--- config.mk ---
export PLATFORM = sky130hd
export DESIGN_NAME = selfish_round_robin_scheduler_core
export DESIGN_NICKNAME = d
export VERILOG_FILES = /design/src/hdl/srrs_pkg.sv /design/src/hdl/srrs_datapath.sv /design/src/hdl/srrs_ctrl.sv /design/src/hdl/selfish_round_robin_scheduler_core.sv
export VERILOG_INCLUDE_DIRS = /design/src /design/src/hdl
export SDC_FILE = /design/constraint.sdc
export NUM_CORES = 2
export LEC_CHECK = 0
export ABC_AREA = 0
export BUFFER_PORTS_ARGS = -buffer_cell sky130_fd_sc_hd__buf_2
export CAP_MARGIN = 20
export CORE_MARGIN = 1.5
export CORE_UTILIZATION = 28
export CTS_BUF_LIST = sky130_fd_sc_hd__clkbuf_2
export DETAILED_ROUTE_END_ITERATION = 8
export SKIP_CTS_REPAIR_TIMING = 1
export SLEW_MARGIN = 25
export SYNTH_ARGS = -nofsm -noshare
export SYNTH_HDL_FRONTEND = slang
export SYNTH_SLANG_ARGS = --single-unit
export TNS_END_PERCENT = 1
--- constraint.sdc ---
create_clock -name clk -period 7.1 [get_ports clk]
set_clock_uncertainty 0.05 [all_clocks]
set_input_delay 1.42 -clock clk [delete_from_list [all_inputs] [get_ports clk]]
set_output_delay 1.42 -clock clk [all_outputs]
set_load 0.03 [all_outputs]
--- src/hdl/assert_macros.svh ---
// Assertion helpers included by the controller RTL.
`ifndef ASSERT_MACROS_SVH
`define ASSERT_MACROS_SVH

// Implication checked at every rising clock edge while out of reset.
`define ASSERT_IMPL(label, clk, rst_n, prop, msg) \
    label: assert property (@(posedge clk) disable iff (!rst_n) prop) else $error(msg);

// Signal must never hold while out of reset.
`define ASSERT_NEVER(label, clk, rst_n, cond, msg) \
    label: assert property (@(posedge clk) disable iff (!rst_n) !(cond)) else $error(msg);

`endif

--- src/hdl/srrs_pkg.sv ---
package srrs_pkg;

    localparam int QueueDepth  = 16;
    localparam int DeviceCount = 4;
    localparam int QIdxW       = $clog2(QueueDepth);
    localparam int CntW        = $clog2(QueueDepth + 1);
    localparam int DevW        = 2;

    localparam logic [2:0] KIND_ADMIT    = 3'd0;
    localparam logic [2:0] KIND_REQUEUE  = 3'd1;
    localparam logic [2:0] KIND_BLOCK    = 3'd2;
    localparam logic [2:0] KIND_RELEASE  = 3'd3;
    localparam logic [2:0] KIND_DISPATCH = 3'd4;

    localparam logic [2:0] ST_QUEUED     = 3'd0;
    localparam logic [2:0] ST_DISPATCHED = 3'd1;
    localparam logic [2:0] ST_NONE       = 3'd2;
    localparam logic [2:0] ST_FULL       = 3'd3;
    localparam logic [2:0] ST_DEV_EMPTY  = 3'd4;
    localparam logic [2:0] ST_RELEASED   = 3'd5;

    // Operations the controller commands the datapath to perform.
    localparam logic [2:0] OP_NONE      = 3'd0;
    localparam logic [2:0] OP_PUSH_W    = 3'd1;
    localparam logic [2:0] OP_PUSH_A    = 3'd2;
    localparam logic [2:0] OP_PUSH_B    = 3'd3;
    localparam logic [2:0] OP_RELEASE   = 3'd4;
    localparam logic [2:0] OP_DISPATCH  = 3'd5;

    typedef struct packed {
        logic [2:0] op;
        logic       move;
    } srrs_cmd_t;

    typedef struct packed {
        logic w_empty;
        logic w_full;
        logic a_empty;
        logic a_full;
        logic b_empty;
        logic b_full;
        logic move_ok;
    } srrs_stat_t;

    // Add an unsigned rate to a signed priority, saturating at the top.
    function automatic logic signed [15:0] age_sat(logic signed [15:0] p,
                                                   logic [7:0] r);
        logic signed [17:0] s;
        s = 18'(p) + $signed({10'd0, r});
        age_sat = (s > 18'sd32767) ? 16'sh7fff : s[15:0];
    endfunction

endpackage

--- src/hdl/srrs_datapath.sv ---
module srrs_datapath
    import srrs_pkg::*;
(
    input  logic               clk,
    input  logic               rst_n,
    input  logic               load,
    input  logic [7:0]         task_id,
    input  logic signed [15:0] priority_req,
    input  logic [DevW-1:0]    device,
    input  logic [7:0]         w_rate,
    input  logic [7:0]         a_rate,
    input  srrs_cmd_t          cmd,
    output srrs_stat_t         stat,
    output logic [7:0]         head_id,
    output logic signed [15:0] head_prio
);

    // Captured item fields.
    logic [7:0]         id_reg;
    logic signed [15:0] prio_reg;
    logic [DevW-1:0]    dev_reg;

    logic [7:0]         w_id_reg [QueueDepth];
    logic signed [15:0] w_pr_reg [QueueDepth];
    logic [7:0]         a_id_reg [QueueDepth];
    logic signed [15:0] a_pr_reg [QueueDepth];
    logic [CntW-1:0]    w_cnt_reg, a_cnt_reg;
    logic [CntW-1:0]    b_cnt_reg [DeviceCount];

    // Blocked queues share one memory; each device owns a circular slice of it.
    logic [23:0]        b_mem [DeviceCount * QueueDepth];
    logic [QIdxW-1:0]   b_head_reg [DeviceCount];
    logic [23:0]        b_rd_reg;

    logic [CntW-1:0]    b_cnt;
    logic [QIdxW-1:0]   b_wr_ptr;
    logic [QIdxW-1:0]   a_tail;

    always_ff @(posedge clk)
    begin
        if (load)
        begin
            id_reg   <= task_id;
            prio_reg <= priority_req;
            dev_reg  <= device;
        end
    end

    // Blocked memory: the head of the addressed device is read when a word is taken,
    // so it is ready while the word executes.
    always_ff @(posedge clk)
    begin
        if (load)
            b_rd_reg <= b_mem[{device, b_head_reg[device]}];
        if (cmd.op == OP_PUSH_B)
            b_mem[{dev_reg, b_wr_ptr}] <= {id_reg, prio_reg};
    end

    // Status decoded from counts.
    always_comb
    begin
        b_cnt        = b_cnt_reg[dev_reg];
        b_wr_ptr     = b_head_reg[dev_reg] + QIdxW'(b_cnt);
        a_tail       = QIdxW'(a_cnt_reg - CntW'(1));
        stat.w_empty = (w_cnt_reg == '0);
        stat.w_full  = (w_cnt_reg == CntW'(QueueDepth));
        stat.a_empty = (a_cnt_reg == '0);
        stat.a_full  = (a_cnt_reg == CntW'(QueueDepth));
        stat.b_empty = (b_cnt == '0);
        stat.b_full  = (b_cnt == CntW'(QueueDepth));
        stat.move_ok = !stat.w_empty && !stat.a_full &&
                       (stat.a_empty || (w_pr_reg[0] >= a_pr_reg[a_tail]));
    end

    // Queue updates. Dispatch is done in two steps: move/age, then pop.
    always_ff @(posedge clk or negedge rst_n)
    begin
        if (!rst_n)
        begin
            w_cnt_reg <= '0;
            a_cnt_reg <= '0;
            for (int d = 0; d < DeviceCount; d++)
            begin
                b_cnt_reg[d]  <= '0;
                b_head_reg[d] <= '0;
            end
        end
        else
        begin
            case (cmd.op)
                OP_PUSH_W:
                begin
                    w_id_reg[QIdxW'(w_cnt_reg)] <= id_reg;
                    w_pr_reg[QIdxW'(w_cnt_reg)] <= prio_reg;
                    w_cnt_reg <= w_cnt_reg + CntW'(1);
                end
                OP_PUSH_A:
                begin
                    a_id_reg[QIdxW'(a_cnt_reg)] <= id_reg;
                    a_pr_reg[QIdxW'(a_cnt_reg)] <= prio_reg;
                    a_cnt_reg <= a_cnt_reg + CntW'(1);
                end
                OP_PUSH_B:
                begin
                    b_cnt_reg[dev_reg] <= b_cnt + CntW'(1);
                end
                OP_RELEASE:
                begin
                    a_id_reg[QIdxW'(a_cnt_reg)] <= b_rd_reg[23:16];
                    a_pr_reg[QIdxW'(a_cnt_reg)] <= $signed(b_rd_reg[15:0]);
                    a_cnt_reg <= a_cnt_reg + CntW'(1);
                    b_head_reg[dev_reg] <= b_head_reg[dev_reg] + QIdxW'(1);
                    b_cnt_reg[dev_reg] <= b_cnt - CntW'(1);
                end
                OP_DISPATCH:
                begin
                    if (cmd.move)
                    begin
                        // Waiting head moves to the accepted tail; all shift.
                        for (int i = 0; i < QueueDepth - 1; i++)
                        begin
                            w_id_reg[i] <= w_id_reg[i+1];
                            w_pr_reg[i] <= age_sat(w_pr_reg[i+1], w_rate);
                        end
                        for (int i = 0; i < QueueDepth; i++)
                            a_pr_reg[i] <= age_sat(a_pr_reg[i], a_rate);
                        a_id_reg[QIdxW'(a_cnt_reg)] <= w_id_reg[0];
                        a_pr_reg[QIdxW'(a_cnt_reg)] <=
                            age_sat(w_pr_reg[0], a_rate);
                        w_cnt_reg <= w_cnt_reg - CntW'(1);
                        a_cnt_reg <= a_cnt_reg + CntW'(1);
                    end
                    else
                    begin
                        for (int i = 0; i < QueueDepth; i++)
                        begin
                            w_pr_reg[i] <= age_sat(w_pr_reg[i], w_rate);
                            a_pr_reg[i] <= age_sat(a_pr_reg[i], a_rate);
                        end
                    end
                end
                default:
                begin
                end
            endcase

            // Pop of the accepted head, second step of a dispatch.
            if (cmd.op == OP_NONE && cmd.move && !stat.a_empty)
            begin
                for (int i = 0; i < QueueDepth - 1; i++)
                begin
                    a_id_reg[i] <= a_id_reg[i+1];
                    a_pr_reg[i] <= a_pr_reg[i+1];
                end
                a_cnt_reg <= a_cnt_reg - CntW'(1);
            end
        end
    end

    assign head_id   = (cmd.op == OP_RELEASE) ? b_rd_reg[23:16] : a_id_reg[0];
    assign head_prio = (cmd.op == OP_RELEASE) ? $signed(b_rd_reg[15:0]) : a_pr_reg[0];

endmodule

--- src/hdl/srrs_ctrl.sv ---
`include "assert_macros.svh"

module srrs_ctrl
    import srrs_pkg::*;
(
    input  logic               clk,
    input  logic               rst_n,
    input  logic               start,
    input  logic [2:0]         kind,
    input  logic [DevW-1:0]    device,
    input  srrs_stat_t         stat,
    input  logic [7:0]         head_id,
    input  logic signed [15:0] head_prio,
    output logic               busy,
    output logic               load,
    output srrs_cmd_t          cmd,
    output logic               done,
    output logic [2:0]         status,
    output logic [7:0]         out_task_id,
    output logic signed [15:0] out_priority
);

    localparam logic [1:0] S_IDLE = 2'd0;
    localparam logic [1:0] S_EXEC = 2'd1;
    localparam logic [1:0] S_POP  = 2'd2;

    logic [1:0]         state_reg, state_next;
    logic [2:0]         kind_reg;
    logic               dev_ok_reg;
    logic               done_reg, done_next;
    logic [2:0]         st_reg, st_next;
    logic [7:0]         id_reg, id_next;
    logic signed [15:0] pr_reg, pr_next;

    assign busy = (state_reg != S_IDLE);
    assign load = start && !busy;

    always_comb
    begin
        state_next = state_reg;
        done_next  = 1'b0;
        st_next    = st_reg;
        id_next    = 8'd0;
        pr_next    = 16'sd0;
        cmd.op     = OP_NONE;
        cmd.move   = 1'b0;
        case (state_reg)
            S_IDLE:
            begin
                if (load)
                    state_next = S_EXEC;
            end
            S_EXEC:
            begin
                state_next = S_IDLE;
                done_next  = 1'b1;
                st_next    = ST_NONE;
                case (kind_reg)
                    KIND_ADMIT:
                    begin
                        st_next = stat.w_full ? ST_FULL : ST_QUEUED;
                        if (!stat.w_full)
                            cmd.op = OP_PUSH_W;
                    end
                    KIND_REQUEUE:
                    begin
                        st_next = stat.a_full ? ST_FULL : ST_QUEUED;
                        if (!stat.a_full)
                            cmd.op = OP_PUSH_A;
                    end
                    KIND_BLOCK:
                    begin
                        if (!dev_ok_reg || stat.b_full)
                            st_next = ST_FULL;
                        else
                        begin
                            st_next = ST_QUEUED;
                            cmd.op  = OP_PUSH_B;
                        end
                    end
                    KIND_RELEASE:
                    begin
                        if (!dev_ok_reg || stat.b_empty)
                            st_next = ST_DEV_EMPTY;
                        else if (stat.a_full)
                            st_next = ST_FULL;
                        else
                        begin
                            st_next = ST_RELEASED;
                            cmd.op  = OP_RELEASE;
                            id_next = head_id;
                            pr_next = head_prio;
                        end
                    end
                    KIND_DISPATCH:
                    begin
                        cmd.op     = OP_DISPATCH;
                        cmd.move   = stat.move_ok;
                        state_next = S_POP;
                        done_next  = 1'b0;
                    end
                    default:
                    begin
                    end
                endcase
            end
            S_POP:
            begin
                cmd.move   = 1'b1;
                state_next = S_IDLE;
                done_next  = 1'b1;
                st_next    = stat.a_empty ? ST_NONE : ST_DISPATCHED;
                if (!stat.a_empty)
                begin
                    id_next = head_id;
                    pr_next = head_prio;
                end
            end
            default:
                state_next = S_IDLE;
        endcase
    end

    always_ff @(posedge clk or negedge rst_n)
    begin
        if (!rst_n)
        begin
            state_reg <= S_IDLE;
            done_reg  <= 1'b0;
        end
        else
        begin
            state_reg <= state_next;
            done_reg  <= done_next;
        end
    end

    always_ff @(posedge clk)
    begin
        if (load)
        begin
            kind_reg   <= kind;
            dev_ok_reg <= (32'(device) < DeviceCount);
        end
        if (done_next)
        begin
            st_reg <= st_next;
            id_reg <= id_next;
            pr_reg <= pr_next;
        end
    end

    assign done         = done_reg;
    assign status       = st_reg;
    assign out_task_id  = id_reg;
    assign out_priority = pr_reg;

    `ASSERT_IMPL(a_no_start_busy, clk, rst_n, (load |=> busy), "accepted word not taken")
    `ASSERT_IMPL(a_pop_follows, clk, rst_n, (state_reg == S_POP |=> done), "dispatch gave no word")
    `ASSERT_NEVER(a_done_busy, clk, rst_n, (done && state_reg == S_POP), "result during pop")

endmodule

--- src/hdl/selfish_round_robin_scheduler_core.sv ---
// Each word is taken while idle, executes in S_EXEC and then sets the registered done;
// dispatch runs S_EXEC (move/age), then S_POP (pop). busy holds off start until done.
// The controller sequences each word through the queue register file.
// Reset (rst_n low, async) empties all queues and restores both aging rates.
// The result strobe done is high for one cycle; the receiver cannot stall.
module selfish_round_robin_scheduler_core
    import srrs_pkg::*;
(
    input  logic               clk,
    input  logic               rst_n,
    input  logic               start,
    output logic               busy,
    input  logic [2:0]         kind,
    input  logic [7:0]         task_id,
    input  logic signed [15:0] priority_req,
    input  logic [1:0]         device,
    output logic               done,
    output logic [2:0]         status,
    output logic [7:0]         out_task_id,
    output logic signed [15:0] out_priority,
    input  logic               psel,
    input  logic               penable,
    input  logic               pwrite,
    input  logic [2:0]         paddr,
    input  logic [31:0]        pwdata,
    output logic [31:0]        prdata,
    output logic               pready
);

    logic [7:0]         w_rate_reg, a_rate_reg;
    logic               load;
    srrs_cmd_t          cmd;
    srrs_stat_t         stat;
    logic [7:0]         head_id;
    logic signed [15:0] head_prio;

    // Configuration registers.
    assign pready = 1'b1;
    always_ff @(posedge clk or negedge rst_n)
    begin
        if (!rst_n)
        begin
            w_rate_reg <= 8'd2;
            a_rate_reg <= 8'd1;
        end
        else if (psel && penable && pwrite)
        begin
            if (paddr == 3'd0)
                w_rate_reg <= pwdata[7:0];
            else if (paddr == 3'd4)
                a_rate_reg <= pwdata[7:0];
        end
    end

    always_comb
    begin
        case (paddr)
            3'd0:    prdata = {24'd0, w_rate_reg};
            3'd4:    prdata = {24'd0, a_rate_reg};
            default: prdata = 32'd0;
        endcase
    end

    srrs_ctrl u_ctrl (
        .clk(clk), .rst_n(rst_n), .start(start), .kind(kind), .device(device),
        .stat(stat), .head_id(head_id), .head_prio(head_prio), .busy(busy),
        .load(load), .cmd(cmd), .done(done), .status(status),
        .out_task_id(out_task_id), .out_priority(out_priority)
    );

    srrs_datapath u_dp (
        .clk(clk), .rst_n(rst_n), .load(load), .task_id(task_id),
        .priority_req(priority_req), .device(device), .w_rate(w_rate_reg),
        .a_rate(a_rate_reg), .cmd(cmd), .stat(stat), .head_id(head_id),
        .head_prio(head_prio)
    );

endmodule
==> results.md <==
- The clock-pin slew on the worst setup and hold paths is 100 ps.
- Input and output buffers added on the ports amount to 82.
- The number of different library cells used by synthesis comes to 97.
- The per-cell via count in the routed design is 5.22.
- The routed design uses 29.8 mm of met3 wire.
- For the pin with the worst max-slew slack, the measured transition is 1070 ps.
- Setup repair after global routing left no endpoint under its margin.
- The portion of synthesized area spent on multiplexers is 9.63%.
- The global router's overall resource usage is 16.4%.
- After Yosys synthesis, full adders, half adders and majority gates account for 3.73% of the synthesized area.
- The TritonCTS clock tree is done.
- The combinational family with the most area after synthesis is compound AO/OA/AOI/OAI gates.
- The area inside the core boundary is 421000 µm².
- Summing the areas of all compound-gate instances in the mapped netlist gives 12.0% of the synthesized area.
- In this run the top signal layer used is met5.
- The number of antenna violations at the first check in global routing was 24.
- The detailed router put a total of 148 mm of wire on met1.
- After detailed routing, the average wire length per cell comes to 23.7 µm.
- The worst hold path cell count is 4.
- The routed layout has 79.6k vias.
- The clock passes through at most 4 buffers.
- The flow ran to the end, and the final reports show no timing, DRC or antenna violations.
- CTS built an H-tree with a depth of 6.
- The clock root buffer master is sky130_fd_sc_hd__clkbuf_2.
- Setup violations remaining at the end of the flow were counted as 0.
- Entering global routing, the biggest net connects 130 pins.
- The highest clock rate is 158 MHz.
- The y dimension of the die is 653 µm.
- The placer congestion estimate is 0.914.
- The clock insertion delay at the later pin of the skew report is 1880 ps.
- The number of DRC markers after the initial detailed-route iteration is 9001.
- The predominant post-synthesis flop cell is sky130_fd_sc_hd__edfxtp_1.
- The final number of hold-violating endpoints is 0.
- The routed wire length on met2 is 172 mm.
- The final instance area is 133000 µm².
- The average cell area after synthesis is 13.9 µm².
- The launch instance of the worst min-delay path is penable.
- The endpoint of the worst hold path is a_rate_reg[3].
- STA classifies the critical path startpoint as a flop.
- Across the run, the number of max-cap violations was 0.
- For the worst flop-to-flop path, the logic depth is 15.
- Summed over all layers, the global routing overflow is 0.
- Summing the areas of all xor and xnor instances in the mapped netlist gives 2.88% of the synthesized area.
- The setup slack of the most critical reg-to-reg path is 760 ps.
- The post-synthesis instance area is 118000 µm².
- The clock period could shrink to 6340 ps.
- From left edge to right edge, the die measures 653 µm.
- The post-detailed-placement half-perimeter wirelength is 234 mm.
- The maximum fanout count along the critical path is 43.
- The simple logic cell fraction of the synthesized area is 7.79%.
- Headroom to the max-slew limit came out at 26.8%.
- The clock sink count is 2449.
- The worst setup path is captured at a flop.
- The number of flip-flops in the largest register is 1536.
- The design draws 40700 µW.
- The TritonCTS buffer count is 626.
- The number of slew-limit violations in the final report is 0.
- The peak ir drop on the vdd network is 288 µV.
- Once the floorplan was initialized, standard cells occupied 28.2% of the core.
- The leakage power figure is 0.0453 µW.
- The origin of the critical flop-to-flop path is u_dp.a_cnt_reg[1].
- The final layout contains 9529 nets.
- The final setup TNS is 0 ps.
- The instance count of the mapped netlist is 8512.
- The floorplan row count is 238.
- Yosys printed 0 warnings.
- Once placement finished, the instance area stood at 127000 µm².
- The arrival time of the worst setup path is 7740 ps.
- The min-delay analysis places its worst path in the category primary input to flop.
- The share of synthesized registers carrying an async set or reset is 2.65%.
- The remaining antenna violation count is 0.
- The capturing point of the worst reg2reg path is u_dp.a_pr_reg[2][3].
- The filler cells instantiated in the layout total 41.8k.
- The via count of the first global-routing pass is 77.5k.
- The sum of routed wire length over all layers is 362 mm.
- The iteration count of the initial detailed-routing pass is 6.
- For the worst setup path, the data required time is 8490 ps.
- After synthesis, flip-flops and latches occupy 61.8% of the total area.
- The share of layout cells above drive strength 1 is 21.5%.
- The ratio of final minimum period to clock period is 89.3%.
- The die covers 427000 µm².
- The number of flops mapped to enable cells by yosys is 2384.
- The class of the most critical setup path is flop to flop.
- Pin placement for this block handled 132 I/O pins.
- The first global-routing pass estimated 525 mm of wire.
- Power spread over the standard cell area amounts to 306 nW/µm².
- In the routed design, unresolved DRC markers number 0.
- The synthesized design contains 2449 register bits.
- Compared with the post-synthesis result, the final layout area differs by 12.3%.
[logic make-up (layout without fill, tap and decap cells)]
| group | Yosys count | count (layout) |
|---|---|---|
| DFF | 2449 | 2449 |
| AOI/OAI and AO/OA | 2133 | 2133 |
| and+or+nand+nor | 2065 | 2065 |
| buffers and inverters | 603 | 1654 |
| muxes | 539 | 539 |
| xor gates and xnor gates | 389 | 389 |
| adders and majority gates | 332 | 332 |
| other | 2 | 48 |
[cell usage in the layout (no fill, tap or decap), types with 109 or more instances in the layout]
master / n
sky130_fd_sc_hd__edfxtp_1: 2384
sky130_fd_sc_hd__clkbuf_2: 898
sky130_fd_sc_hd__nand2_1: 857
sky130_fd_sc_hd__o21ai_0: 503
sky130_fd_sc_hd__nor2_1: 487
sky130_fd_sc_hd__mux4_2: 475
sky130_fd_sc_hd__a21oi_1: 337
sky130_fd_sc_hd__buf_4: 307
sky130_fd_sc_hd__ha_1: 296
sky130_fd_sc_hd__a22oi_1: 253
sky130_fd_sc_hd__xnor2_1: 218
sky130_fd_sc_hd__a21o_1: 201
sky130_fd_sc_hd__o211ai_1: 171
sky130_fd_sc_hd__xor2_1: 169
sky130_fd_sc_hd__nand3_1: 144
sky130_fd_sc_hd__nor3_1: 133
sky130_fd_sc_hd__clkinv_1: 126
sky130_fd_sc_hd__inv_1: 109
[final cells by class]
cell class / instances / area, µm² / share of cell area (%)
well taps: 5640 / 7060 / 5.30
diodes: 23 / 57.6 / 0.0433
clock inverters: 189 / 1030 / 0.777
repair buffers: 458 / 3710 / 2.79
clock buffers: 898 / 4490 / 3.38
multi-input cells: 5483 / 43100 / 32.4
inverters: 109 / 409 / 0.308
flip-flops and latches: 2449 / 73200 / 55.0
[routing by layer]
metal	track usage (%)	vias to the layer above
li1	-	35100
met1	21.6	40400
met2	26.5	3481
met3	3.53	626
met4	5.88	6
met5	0	-
[critical path, stage by stage (launching register included)]
cell,delay (ps)
sky130_fd_sc_hd__dfrtp_1,440
sky130_fd_sc_hd__inv_1,110
sky130_fd_sc_hd__ha_2,680
sky130_fd_sc_hd__buf_12,330
sky130_fd_sc_hd__mux4_2,410
sky130_fd_sc_hd__mux4_2,520
sky130_fd_sc_hd__inv_1,90
sky130_fd_sc_hd__ha_1,200
sky130_fd_sc_hd__nand4_1,150
sky130_fd_sc_hd__or3_1,410
sky130_fd_sc_hd__a21o_1,190
sky130_fd_sc_hd__and4_4,170
sky130_fd_sc_hd__nor4_2,720
sky130_fd_sc_hd__nand2_1,530
sky130_fd_sc_hd__o21a_1,600
sky130_fd_sc_hd__a221o_1,400
[worst max path at each step]
| stage | from | end | slack, ps | cells past startpoint |
|---|---|---|---|---|
| 3_3_place_gp | u_dp.a_cnt_reg[1] | u_dp.a_pr_reg[1][0] | 1040 | 16 |
| 3_5_place_dp | u_dp.a_cnt_reg[1] | u_dp.a_pr_reg[8][12] | 970 | 16 |
| 2_1_floorplan | u_dp.a_cnt_reg[0] | u_dp.a_pr_reg[12][0] | 10 | 23 |
| 4_1_cts | u_dp.a_cnt_reg[1] | u_dp.a_pr_reg[1][7] | 930 | 16 |
| 6_report | u_dp.a_cnt_reg[1] | u_dp.a_pr_reg[2][3] | 760 | 15 |
| 5_1_grt | u_dp.a_cnt_reg[1] | u_dp.a_pr_reg[1][7] | 530 | 17 |
[power by group]
part           switching (µW)  internal, µW
logic                    8310          5100
registers                 538         17100
clock network            5980          3720
[stage by stage]
| stage | setup slack (ps) | utilization [%] | hold WS (ps) | std cells |
|---|---|---|---|---|
| after floorplan | 12.2 | - | 395 | 8535 |
| after global placement | 1040 | 30.2 | 407 | 14100 |
| after detailed placement | 973 | 30.2 | 419 | 14100 |
| after CTS | 929 | 31.5 | -660 | 15200 |
| after global routing | 529 | 31.6 | 170 | 15200 |
| final | 757 | 31.6 | 237 | 15200 |
[synth_stat cells (31+ instances only)]
| library cell | instances | area share (%) |
|---|---|---|
| sky130_fd_sc_hd__nand4_1 | 38 | 0.20 |
| sky130_fd_sc_hd__a22oi_1 | 253 | 1.6 |
| sky130_fd_sc_hd__buf_4 | 41 | 0.26 |
| sky130_fd_sc_hd__nand2_1 | 859 | 2.7 |
| sky130_fd_sc_hd__a21oi_1 | 339 | 1.4 |
| sky130_fd_sc_hd__mux4_2 | 477 | 9.1 |
| sky130_fd_sc_hd__o221ai_1 | 68 | 0.50 |
| sky130_fd_sc_hd__and3_1 | 78 | 0.41 |
| sky130_fd_sc_hd__o21a_1 | 59 | 0.37 |
| sky130_fd_sc_hd__a221o_1 | 52 | 0.44 |
| sky130_fd_sc_hd__inv_1 | 109 | 0.35 |
| sky130_fd_sc_hd__nand3_1 | 145 | 0.61 |
| sky130_fd_sc_hd__a211oi_1 | 92 | 0.58 |
| sky130_fd_sc_hd__nor3_1 | 134 | 0.57 |
| sky130_fd_sc_hd__dfrtp_1 | 63 | 1.3 |
| sky130_fd_sc_hd__buf_1 | 50 | 0.16 |
| sky130_fd_sc_hd__or3_1 | 31 | 0.16 |
| sky130_fd_sc_hd__nand2b_1 | 44 | 0.23 |
| sky130_fd_sc_hd__a221oi_1 | 31 | 0.23 |
| sky130_fd_sc_hd__nor2_1 | 555 | 1.8 |
| sky130_fd_sc_hd__mux2_2 | 31 | 0.29 |
| sky130_fd_sc_hd__a31oi_1 | 45 | 0.24 |
| sky130_fd_sc_hd__xnor2_1 | 220 | 1.6 |
| sky130_fd_sc_hd__o21ai_0 | 531 | 2.2 |
| sky130_fd_sc_hd__clkbuf_1 | 286 | 0.91 |
| sky130_fd_sc_hd__fa_1 | 35 | 0.59 |
| sky130_fd_sc_hd__nor2b_1 | 45 | 0.24 |
| sky130_fd_sc_hd__a21o_1 | 201 | 1.3 |
| sky130_fd_sc_hd__o22ai_1 | 49 | 0.26 |
| sky130_fd_sc_hd__buf_2 | 109 | 0.46 |
| sky130_fd_sc_hd__edfxtp_1 | 2384 | 60 |
| sky130_fd_sc_hd__xor2_1 | 169 | 1.2 |
| sky130_fd_sc_hd__o211ai_1 | 171 | 1.1 |
| sky130_fd_sc_hd__ha_1 | 297 | 3.1 |
| sky130_fd_sc_hd__o31ai_1 | 50 | 0.32 |
Power figures use the tool's default switching activity.
